==> src/sv/isots_pkg.sv <==
// package: types and constants for the timestamp to epoch converter
package isots_pkg;

  typedef enum logic [3:0] {
    PH_YEAR   = 4'd0,
    PH_MONTH  = 4'd1,
    PH_DAY    = 4'd2,
    PH_HOUR   = 4'd3,
    PH_MINUTE = 4'd4,
    PH_SECOND = 4'd5,
    PH_FRAC   = 4'd6,
    PH_ZDIG   = 4'd7,
    PH_ZDONE  = 4'd8
  } phase_e;

  typedef enum logic [2:0] {
    ST_PARSE = 3'd0,
    ST_DAYS  = 3'd1,
    ST_MUL   = 3'd2,
    ST_SUM   = 3'd3,
    ST_OUT   = 3'd4
  } ctrl_state_e;

  typedef struct packed {
    logic parse_en;
    logic days_en;
    logic mul_en;
    logic sum_en;
    logic clr;
  } dp_cmd_t;

  typedef struct packed {
    logic last_seen;
    logic ok;
  } dp_status_t;

  localparam int unsigned EpochW = 49;
  localparam logic [7:0] CharZero  = 8'h30;
  localparam logic [7:0] CharNine  = 8'h39;
  localparam logic [7:0] CharDash  = 8'h2d;
  localparam logic [7:0] CharPlus  = 8'h2b;
  localparam logic [7:0] CharColon = 8'h3a;
  localparam logic [7:0] CharDot   = 8'h2e;
  localparam logic [7:0] CharT     = 8'h54;
  localparam logic [7:0] CharZ     = 8'h5a;

endpackage

==> src/sv/isots_datapath.sv <==
// datapath: character parser, range check and epoch arithmetic
module isots_datapath import isots_pkg::*; (
  input  logic                     clk_i,
  input  logic                     rst_ni,
  input  dp_cmd_t                  cmd_i,
  input  logic [7:0]               char_i,
  input  logic                     last_i,
  output dp_status_t               status_o,
  output logic signed [EpochW-1:0] epoch_o
);

  phase_e      phase_q, phase_d;
  logic [2:0]  dig_q, dig_d;
  logic [13:0] year_q, year_d;
  logic [6:0]  mon_q, mon_d, day_q, day_d, hr_q, hr_d, min_q, min_d, sec_q, sec_d;
  logic [9:0]  frac_q, frac_d;
  logic        zneg_q, zneg_d;
  logic [6:0]  zh_q, zh_d, zm_q, zm_d;
  logic        err_q, err_d;
  logic        last_q, ok_q;

  logic        is_dig;
  logic [3:0]  dv;
  logic [2:0]  lead_cnt;
  logic [7:0]  lead_trm;

  assign is_dig = (char_i >= CharZero) && (char_i <= CharNine);
  assign dv     = is_dig ? 4'(char_i - CharZero) : 4'd0;

  always_comb begin
    unique case (phase_q)
      PH_YEAR:  begin lead_cnt = 3'd4; lead_trm = CharDash; end
      PH_MONTH: begin lead_cnt = 3'd2; lead_trm = CharDash; end
      PH_DAY:   begin lead_cnt = 3'd2; lead_trm = CharT; end
      default:  begin lead_cnt = 3'd2; lead_trm = CharColon; end
    endcase
  end

  function automatic logic [13:0] mac(input logic [13:0] a, input logic [3:0] d);
    mac = 14'(a * 14'd10 + 14'(d));
  endfunction

  always_comb begin
    logic zone_ok;
    phase_d = phase_q; dig_d = dig_q; year_d = year_q; mon_d = mon_q; day_d = day_q;
    hr_d = hr_q; min_d = min_q; sec_d = sec_q; frac_d = frac_q; zneg_d = zneg_q;
    zh_d = zh_q; zm_d = zm_q; err_d = err_q;
    zone_ok = 1'b0;
    if (cmd_i.parse_en && !err_q) begin
      if (phase_q <= PH_HOUR || phase_q == PH_MINUTE || phase_q == PH_SECOND ||
          phase_q == PH_FRAC) begin
        if (is_dig) begin
          if (dig_q >= ((phase_q == PH_FRAC) ? 3'd3 : lead_cnt)) begin
            err_d = 1'b1;
          end else begin
            dig_d = dig_q + 3'd1;
            unique case (phase_q)
              PH_YEAR:   year_d = mac(year_q, dv);
              PH_MONTH:  mon_d  = 7'(mac(14'(mon_q), dv));
              PH_DAY:    day_d  = 7'(mac(14'(day_q), dv));
              PH_HOUR:   hr_d   = 7'(mac(14'(hr_q), dv));
              PH_MINUTE: min_d  = 7'(mac(14'(min_q), dv));
              PH_SECOND: sec_d  = 7'(mac(14'(sec_q), dv));
              default:   frac_d = 10'(mac(14'(frac_q), dv));
            endcase
          end
        end else if (phase_q <= PH_HOUR) begin
          if (char_i == lead_trm && dig_q == lead_cnt) begin
            phase_d = phase_e'(phase_q + 4'd1);
            dig_d   = 3'd0;
          end else begin
            err_d = 1'b1;
          end
        end else if (phase_q == PH_FRAC) begin
          if (dig_q == 3'd0) begin
            err_d = 1'b1;
          end else begin
            if (dig_q == 3'd1) frac_d = 10'(frac_q * 10'd100);
            else if (dig_q == 3'd2) frac_d = 10'(frac_q * 10'd10);
            zone_ok = 1'b1;
          end
        end else if (dig_q != 3'd2) begin
          err_d = 1'b1;
        end else if (phase_q == PH_MINUTE && char_i == CharColon) begin
          phase_d = PH_SECOND; dig_d = 3'd0;
        end else if (phase_q == PH_SECOND && char_i == CharDot) begin
          phase_d = PH_FRAC; dig_d = 3'd0;
        end else begin
          zone_ok = 1'b1;
        end
        if (zone_ok) begin
          if (char_i == CharZ) begin
            phase_d = PH_ZDONE; dig_d = 3'd0;
          end else if (char_i == CharPlus || char_i == CharDash) begin
            zneg_d = (char_i == CharDash); phase_d = PH_ZDIG; dig_d = 3'd0;
          end else begin
            err_d = 1'b1;
          end
        end
      end else if (phase_q == PH_ZDIG) begin
        if (!is_dig || dig_q >= 3'd4) begin
          err_d = 1'b1;
        end else begin
          if (dig_q < 3'd2) zh_d = 7'(mac(14'(zh_q), dv));
          else zm_d = 7'(mac(14'(zm_q), dv));
          dig_d = dig_q + 3'd1;
        end
      end else begin
        err_d = 1'b1;
      end
    end
  end

  logic ok_c;
  assign ok_c = !err_d && (phase_d == PH_ZDONE || (phase_d == PH_ZDIG && dig_d == 3'd4))
    && year_d >= 14'd1970 && year_d <= 14'd9999 && mon_d >= 7'd1 && mon_d <= 7'd12
    && day_d >= 7'd1 && day_d <= 7'd31 && hr_d <= 7'd23 && min_d <= 7'd59
    && sec_d <= 7'd59 && zh_d <= 7'd23 && zm_d <= 7'd59;

  always_ff @(posedge clk_i or negedge rst_ni) begin
    if (!rst_ni) begin
      phase_q <= PH_YEAR; dig_q <= '0; err_q <= 1'b0; last_q <= 1'b0; ok_q <= 1'b0;
      year_q <= '0; mon_q <= '0; day_q <= '0; hr_q <= '0; min_q <= '0; sec_q <= '0;
      frac_q <= '0; zneg_q <= 1'b0; zh_q <= '0; zm_q <= '0;
    end else if (cmd_i.clr) begin
      phase_q <= PH_YEAR; dig_q <= '0; err_q <= 1'b0; last_q <= 1'b0; ok_q <= 1'b0;
      year_q <= '0; mon_q <= '0; day_q <= '0; hr_q <= '0; min_q <= '0; sec_q <= '0;
      frac_q <= '0; zneg_q <= 1'b0; zh_q <= '0; zm_q <= '0;
    end else if (cmd_i.parse_en) begin
      phase_q <= phase_d; dig_q <= dig_d; err_q <= err_d; year_q <= year_d;
      mon_q <= mon_d; day_q <= day_d; hr_q <= hr_d; min_q <= min_d; sec_q <= sec_d;
      frac_q <= frac_d; zneg_q <= zneg_d; zh_q <= zh_d; zm_q <= zm_d;
      last_q <= last_i; ok_q <= ok_c;
    end
  end

  assign status_o.last_seen = last_q;
  assign status_o.ok        = ok_q;

  // days from civil date, century terms by reciprocal multiply for years up to 9999
  logic [13:0] yy;
  logic [3:0]  mp;
  logic [8:0]  mbase;
  logic [8:0]  doy;
  logic [26:0] yprod;
  logic [13:0] cent;
  logic [21:0] days_q;

  assign yy  = year_q - ((mon_q <= 7'd2) ? 14'd1 : 14'd0);
  assign mp  = (mon_q >= 7'd3) ? 4'(mon_q - 7'd3) : 4'(mon_q + 7'd9);

  // days before each month of a year starting in march
  always_comb begin
    case (mp)
      4'd0:    mbase = 9'd0;
      4'd1:    mbase = 9'd31;
      4'd2:    mbase = 9'd61;
      4'd3:    mbase = 9'd92;
      4'd4:    mbase = 9'd122;
      4'd5:    mbase = 9'd153;
      4'd6:    mbase = 9'd184;
      4'd7:    mbase = 9'd214;
      4'd8:    mbase = 9'd245;
      4'd9:    mbase = 9'd275;
      4'd10:   mbase = 9'd306;
      4'd11:   mbase = 9'd337;
      default: mbase = 9'd0;
    endcase
  end

  assign doy   = 9'(mbase + 9'(day_q) - 9'd1);
  assign yprod = 27'(yy) * 27'd5243;
  assign cent  = 14'(yprod >> 19);

  always_ff @(posedge clk_i) begin
    if (cmd_i.days_en) begin
      days_q <= 22'(yy) * 22'd365 + 22'(yy >> 2) - 22'(cent) + 22'(cent >> 2)
                + 22'(doy) - 22'd719468;
    end
  end

  logic signed [EpochW-1:0] dms_q, tod_q, zone_q;
  always_ff @(posedge clk_i) begin
    if (cmd_i.mul_en) begin
      dms_q  <= EpochW'($signed({1'b0, days_q}) * 49'sd86400000);
      tod_q  <= EpochW'(hr_q * 32'd3600000 + min_q * 32'd60000 + sec_q * 32'd1000
                + 32'(frac_q));
      zone_q <= EpochW'(zh_q * 32'd3600000 + zm_q * 32'd60000);
    end
  end

  always_ff @(posedge clk_i) begin
    if (cmd_i.sum_en) begin
      if (!ok_q) epoch_o <= '0;
      else if (zneg_q && zh_q != 7'd0) epoch_o <= dms_q + tod_q + zone_q;
      else epoch_o <= dms_q + tod_q - zone_q;
    end
  end

endmodule

==> src/sv/isots_ctrl.sv <==
// controller: sequences parsing, conversion steps and result hand-off
module isots_ctrl import isots_pkg::*; (
  input  logic       clk_i,
  input  logic       rst_ni,
  input  logic       in_fire_i,
  input  logic       out_ready_i,
  input  dp_status_t status_i,
  output dp_cmd_t    cmd_o,
  output logic       in_ready_o,
  output logic       out_valid_o
);

  ctrl_state_e state_q, state_d;

  always_comb begin
    state_d = state_q;
    unique case (state_q)
      ST_PARSE: if (status_i.last_seen) state_d = ST_DAYS;
      ST_DAYS:  state_d = ST_MUL;
      ST_MUL:   state_d = ST_SUM;
      ST_SUM:   state_d = ST_OUT;
      ST_OUT:   if (out_ready_i) state_d = ST_PARSE;
      default:  state_d = ST_PARSE;
    endcase
  end

  // last_seen is checked the cycle after the last transfer
  always_comb begin
    cmd_o = '0;
    in_ready_o = 1'b0;
    out_valid_o = 1'b0;
    unique case (state_q)
      ST_PARSE: begin
        in_ready_o = !status_i.last_seen;
        cmd_o.parse_en = in_fire_i;
      end
      ST_DAYS:  cmd_o.days_en = 1'b1;
      ST_MUL:   cmd_o.mul_en = 1'b1;
      ST_SUM:   cmd_o.sum_en = 1'b1;
      ST_OUT: begin
        out_valid_o = 1'b1;
        cmd_o.clr = out_ready_i;
      end
      default: ;
    endcase
  end

  always_ff @(posedge clk_i or negedge rst_ni) begin
    if (!rst_ni) state_q <= ST_PARSE;
    else         state_q <= state_d;
  end

endmodule

==> src/sv/iso8601_timestamp_to_epoch_millis.sv <==
// top level: iso 8601 timestamp string to utc epoch milliseconds
// One character is taken per transfer, one per cycle while a string is read. After the
// transfer with tlast the block steps through end-of-string check, calendar day count,
// multiply, sum and result, and holds the result until taken; the next string starts
// the cycle after that transfer.
module iso8601_timestamp_to_epoch_millis import isots_pkg::*; (
  input  logic        clk_i,
  input  logic        rst_ni,
  input  logic        s_axis_tvalid,
  output logic        s_axis_tready,
  input  logic [7:0]  s_axis_tdata,  // char_code
  input  logic        s_axis_tlast,  // last_char
  output logic        m_axis_tvalid,
  input  logic        m_axis_tready,
  output logic [55:0] m_axis_tdata,  // valid_res, epoch_millis, zero fill
  output logic        m_axis_tlast
);

  dp_cmd_t    cmd;
  dp_status_t status;
  logic       in_fire;
  logic signed [EpochW-1:0] epoch;

  assign in_fire = s_axis_tvalid && s_axis_tready;

  isots_ctrl u_ctrl (
    .clk_i, .rst_ni, .in_fire_i(in_fire), .out_ready_i(m_axis_tready),
    .status_i(status), .cmd_o(cmd), .in_ready_o(s_axis_tready),
    .out_valid_o(m_axis_tvalid)
  );

  isots_datapath u_dp (
    .clk_i, .rst_ni, .cmd_i(cmd), .char_i(s_axis_tdata), .last_i(s_axis_tlast),
    .status_o(status), .epoch_o(epoch)
  );

  assign m_axis_tdata = {6'd0, epoch, status.ok};
  assign m_axis_tlast = 1'b1;

  a_no_in_when_out: assert property (@(posedge clk_i) disable iff (!rst_ni)
    m_axis_tvalid |-> !s_axis_tready) else $error("input taken while result pending");
  a_zero_invalid: assert property (@(posedge clk_i) disable iff (!rst_ni)
    (m_axis_tvalid && !m_axis_tdata[0]) |-> m_axis_tdata[49:1] == '0)
    else $error("invalid result not zero");
  a_last_ends: assert property (@(posedge clk_i) disable iff (!rst_ni)
    (in_fire && s_axis_tlast) |=> !s_axis_tready) else $error("ready after last");

endmodule
==> config.mk <==
export PLATFORM = sky130hd
export DESIGN_NAME = iso8601_timestamp_to_epoch_millis
export DESIGN_NICKNAME = d
export VERILOG_FILES = /design/src/sv/isots_pkg.sv /design/src/sv/isots_datapath.sv /design/src/sv/isots_ctrl.sv /design/src/sv/iso8601_timestamp_to_epoch_millis.sv
export SDC_FILE = /design/constraint.sdc
export NUM_CORES = 2
export LEC_CHECK = 0
export ABC_AREA = 1
export BUFFER_PORTS_ARGS = -buffer_cell sky130_fd_sc_hd__clkbuf_2
export CORE_MARGIN = 2
export CORE_UTILIZATION = 60
export DETAILED_ROUTE_END_ITERATION = 10
export PLACE_DENSITY = 0.8
export SLEW_MARGIN = 30
export SYNTH_ARGS = -nofsm -noshare
export SYNTH_HDL_FRONTEND = slang
export SYNTH_SLANG_ARGS = --single-unit
==> constraint.sdc <==
create_clock -name clk_i -period 11.18 [get_ports clk_i]
set_clock_uncertainty 0.05 [all_clocks]
set_input_delay 0 -clock clk_i [delete_from_list [all_inputs] [get_ports clk_i]]
set_output_delay 0 -clock clk_i [all_outputs]
set_load 0.005 [all_outputs]
==> metrics.cfg <==
[floorplan]
die_w_um=276
dieArea_um2=76000
die_h_um=276
rows=99
io_pins=72
core-area_um2=73000
initial_core_util_pct=60.7

[sta]
slew_viol_final=0
fin_crit_sh_pct=97.6
max_slew_margin_pct=40.0
worstMarginPinSlew_ps=901
fmax_mhz=91.6
setup_viol_count_final=0
fin_crit_ps=10920
fin_ws_ps=264
hold_viol_final=0

[setup_path]
critPathKind=reg2reg
worstSetupEndpointType=flip-flop
slowest_delay_ps=550
cp.buffers_inverters=14
path_delay_family=adder cells
slowest_stage=fa_1
startpoint_type=flip-flop
path_max_fanout=4
cp.required_ps=11480
worstPathArrival_ps=11210

[routing]
drt-pass1-iter-count=8
drcViolationCount=0
vias=36500
routedWlPerCell_um=16.5
wirelength_um=108000
antenna_left=0
drt_iter0_markers=2479
viasPerCell=5.55

[status]
status=finished, final reports clean

[logic_synthesis]
ys_seq_area_share_pct=16.2
synthCells=5405
syn_area_um2=44300
synth_edf_count=166
async_reset_ff_share_pct=34.4
yosysWarningCount=0
syn_avg_cell_area_um2=8.19
ys_ff_latch=253
synthTopCellsByArea=ha_1 (23%), fa_1 (19%), edfxtp_1 (11%)
synth_cell_type_count=64
yosysTopAreaCell=ha_1
synth_top_cell_area_share_pct=22.9
ys.flop_type=edfxtp_1

[clocking]
cts_inserted_buffers=31
clkSinkCount=253
cts_tree=yes
clk_pin_slew_ps=70
clk_latency_ps=620
htreeDepth=1
cts-root-buf=clkbuf_16
clockBufferDepth=3

[final_layout]
diodes=0
final_common_cell=inv_1
drive_gt1_share_pct=6.42
final_cell_mix=inv_1 (1182), nand2_1 (826), ha_1 (791)
area_growth_syn_to_layout_pct=8.52
multi_input_area_um2=32900
finish.utilization_pct=65.9
fill_cells=5944
nets=6835
final_area_um2=48000
final_cells=6584
seqCellArea_um2=7160

[global_route]
globalRoute.totalOverflow=0
grt_max_degree=63
antenna_found_initial=1
grt_pass1_vias=36600
track_usage_pct=28.6
grt_pass1_wl_um=177000

[placed_design]
dp_hpwl_um=90700
place_inst=6494
preCtsSetupSlack_ps=-267
io_buffers=64
routabilityCongestion=0.976
place_area_um2=46300

[hold_path]
hp-class=in2reg

[run]
cap_viol_max_count=0

flip-flops by register name, indices dropped and copies added, names as in the netlist, 3 cells and up:
| signal | flops |
|---|---|
| u_dp.sec_q | 7 |
| u_dp.phase_q | 4 |
| u_ctrl.state_q | 3 |
| u_dp.zone_q | 25 |
| u_dp.days_q | 22 |
| u_dp.epoch_o | 49 |
| u_dp.tod_q | 31 |
| u_dp.zm_q | 7 |
| u_dp.day_q | 7 |
| u_dp.dms_q | 39 |
| u_dp.dig_q | 3 |
| u_dp.hr_q | 7 |
| u_dp.year_q | 14 |
| u_dp.frac_q | 10 |
| u_dp.zh_q | 7 |
| u_dp.mon_q | 7 |
| u_dp.min_q | 7 |
Yosys cell counts (13+ instances only):
cell type  instances
a21o_1            16
a21oi_1          363
a31oi_1           49
dfrtp_1           87
edfxtp_1         166
fa_1             410
ha_1             809
inv_1           1187
inv_2             13
nand2_1          835
nand3_1          191
nand4_1           47
nor2_1           339
nor3_1            41
nor4_1            18
o211ai_1          20
o21a_1            21
o21ai_0          227
o21ai_1           35
o21bai_1          16
or2_2             15
xnor2_1          127
xor2_1           214
routing by layer:
metal	share of wire (%)	up-vias	track usage, %	wire (um)
met5	0	-	0	0
met2	48	1114	49.8	51600
li1	-	17900	-	-
met3	5.3	244	3.02	5790
met4	3.7	0	9.80	3960
met1	43	17300	37.2	47000
final cells by class:
class / count / area share [%]
Inverter: 1203 / 9.40
Clock buffer: 31 / 1.61
Sequential cell: 253 / 14.9
Multi-Input combinational cell: 3924 / 68.5
Timing Repair Buffer: 190 / 2.76
Clock inverter: 24 / 0.318
Tap cell: 959 / 2.50
logic make-up (layout without fill, tap and decap cells):
| family | count (synthesis) | count (layout) | share of synthesized area, % |
|---|---|---|---|
| other | 2 | 8 | 0.0170 |
| buffers and inverters | 1234 | 1448 | 10.6 |
| AND/OR/NAND/NOR | 1535 | 1535 | 14.7 |
| XOR/XNOR | 341 | 341 | 6.75 |
| AO/OA/AOI/OAI | 821 | 821 | 10.4 |
| adder cells (fa/ha/maj) | 1219 | 1219 | 41.4 |
| flip-flops | 253 | 253 | 16.2 |
stage by stage:
| stage | hold WS, ps | TNS (ps) |
|---|---|---|
| 2_1_floorplan | -346 | 0 |
| 3_3_place_gp | -47.0 | 0 |
| 3_5_place_dp | -48.6 | -799 |
| 4_1_cts | 34.2 | 0 |
| 5_1_grt | 140 | -1020 |
| 6_report | 82.7 | 0 |
worst paths after layout:
path | cells past startpoint | from | end | slack [ps]
min in group asynchronous | 4 | rst_ni | u_dp.phase_q[3] | 410
setup reg to reg | 57 | u_dp.mon_q[6] | u_dp.days_q[18] | 260
hold / removal | 9 | s_axis_tdata[3] | u_dp.phase_q[2] | 80
max in group asynchronous | 4 | rst_ni | u_dp.hr_q[6] | 9970
hold reg to reg | 2 | u_dp.tod_q[1] | u_dp.epoch_o[1] | 460
setup / recovery | 57 | u_dp.mon_q[6] | u_dp.days_q[18] | 260
tightest hold or removal path: stages:
cell      delay (ps)
clkbuf_2         140
nand2_1           80
nand2_1           60
nand3_1           80
nor2_2            50
nand2_1           80
o21ai_1           80
nand2_1           80
nor2_1            40
repair_timing:
item	in CTS	in global routing
endpoints found under the hold margin	100	0
pin swaps	1	45
hold buffers	18	0
endpoints found under the setup margin	8	16
gates resized for setup	7	75
buffers inserted	6	11
Power is left out: the tool's default activity adds up to more than one toggle a clock period on the data nets, which glitch-free logic cannot reach.
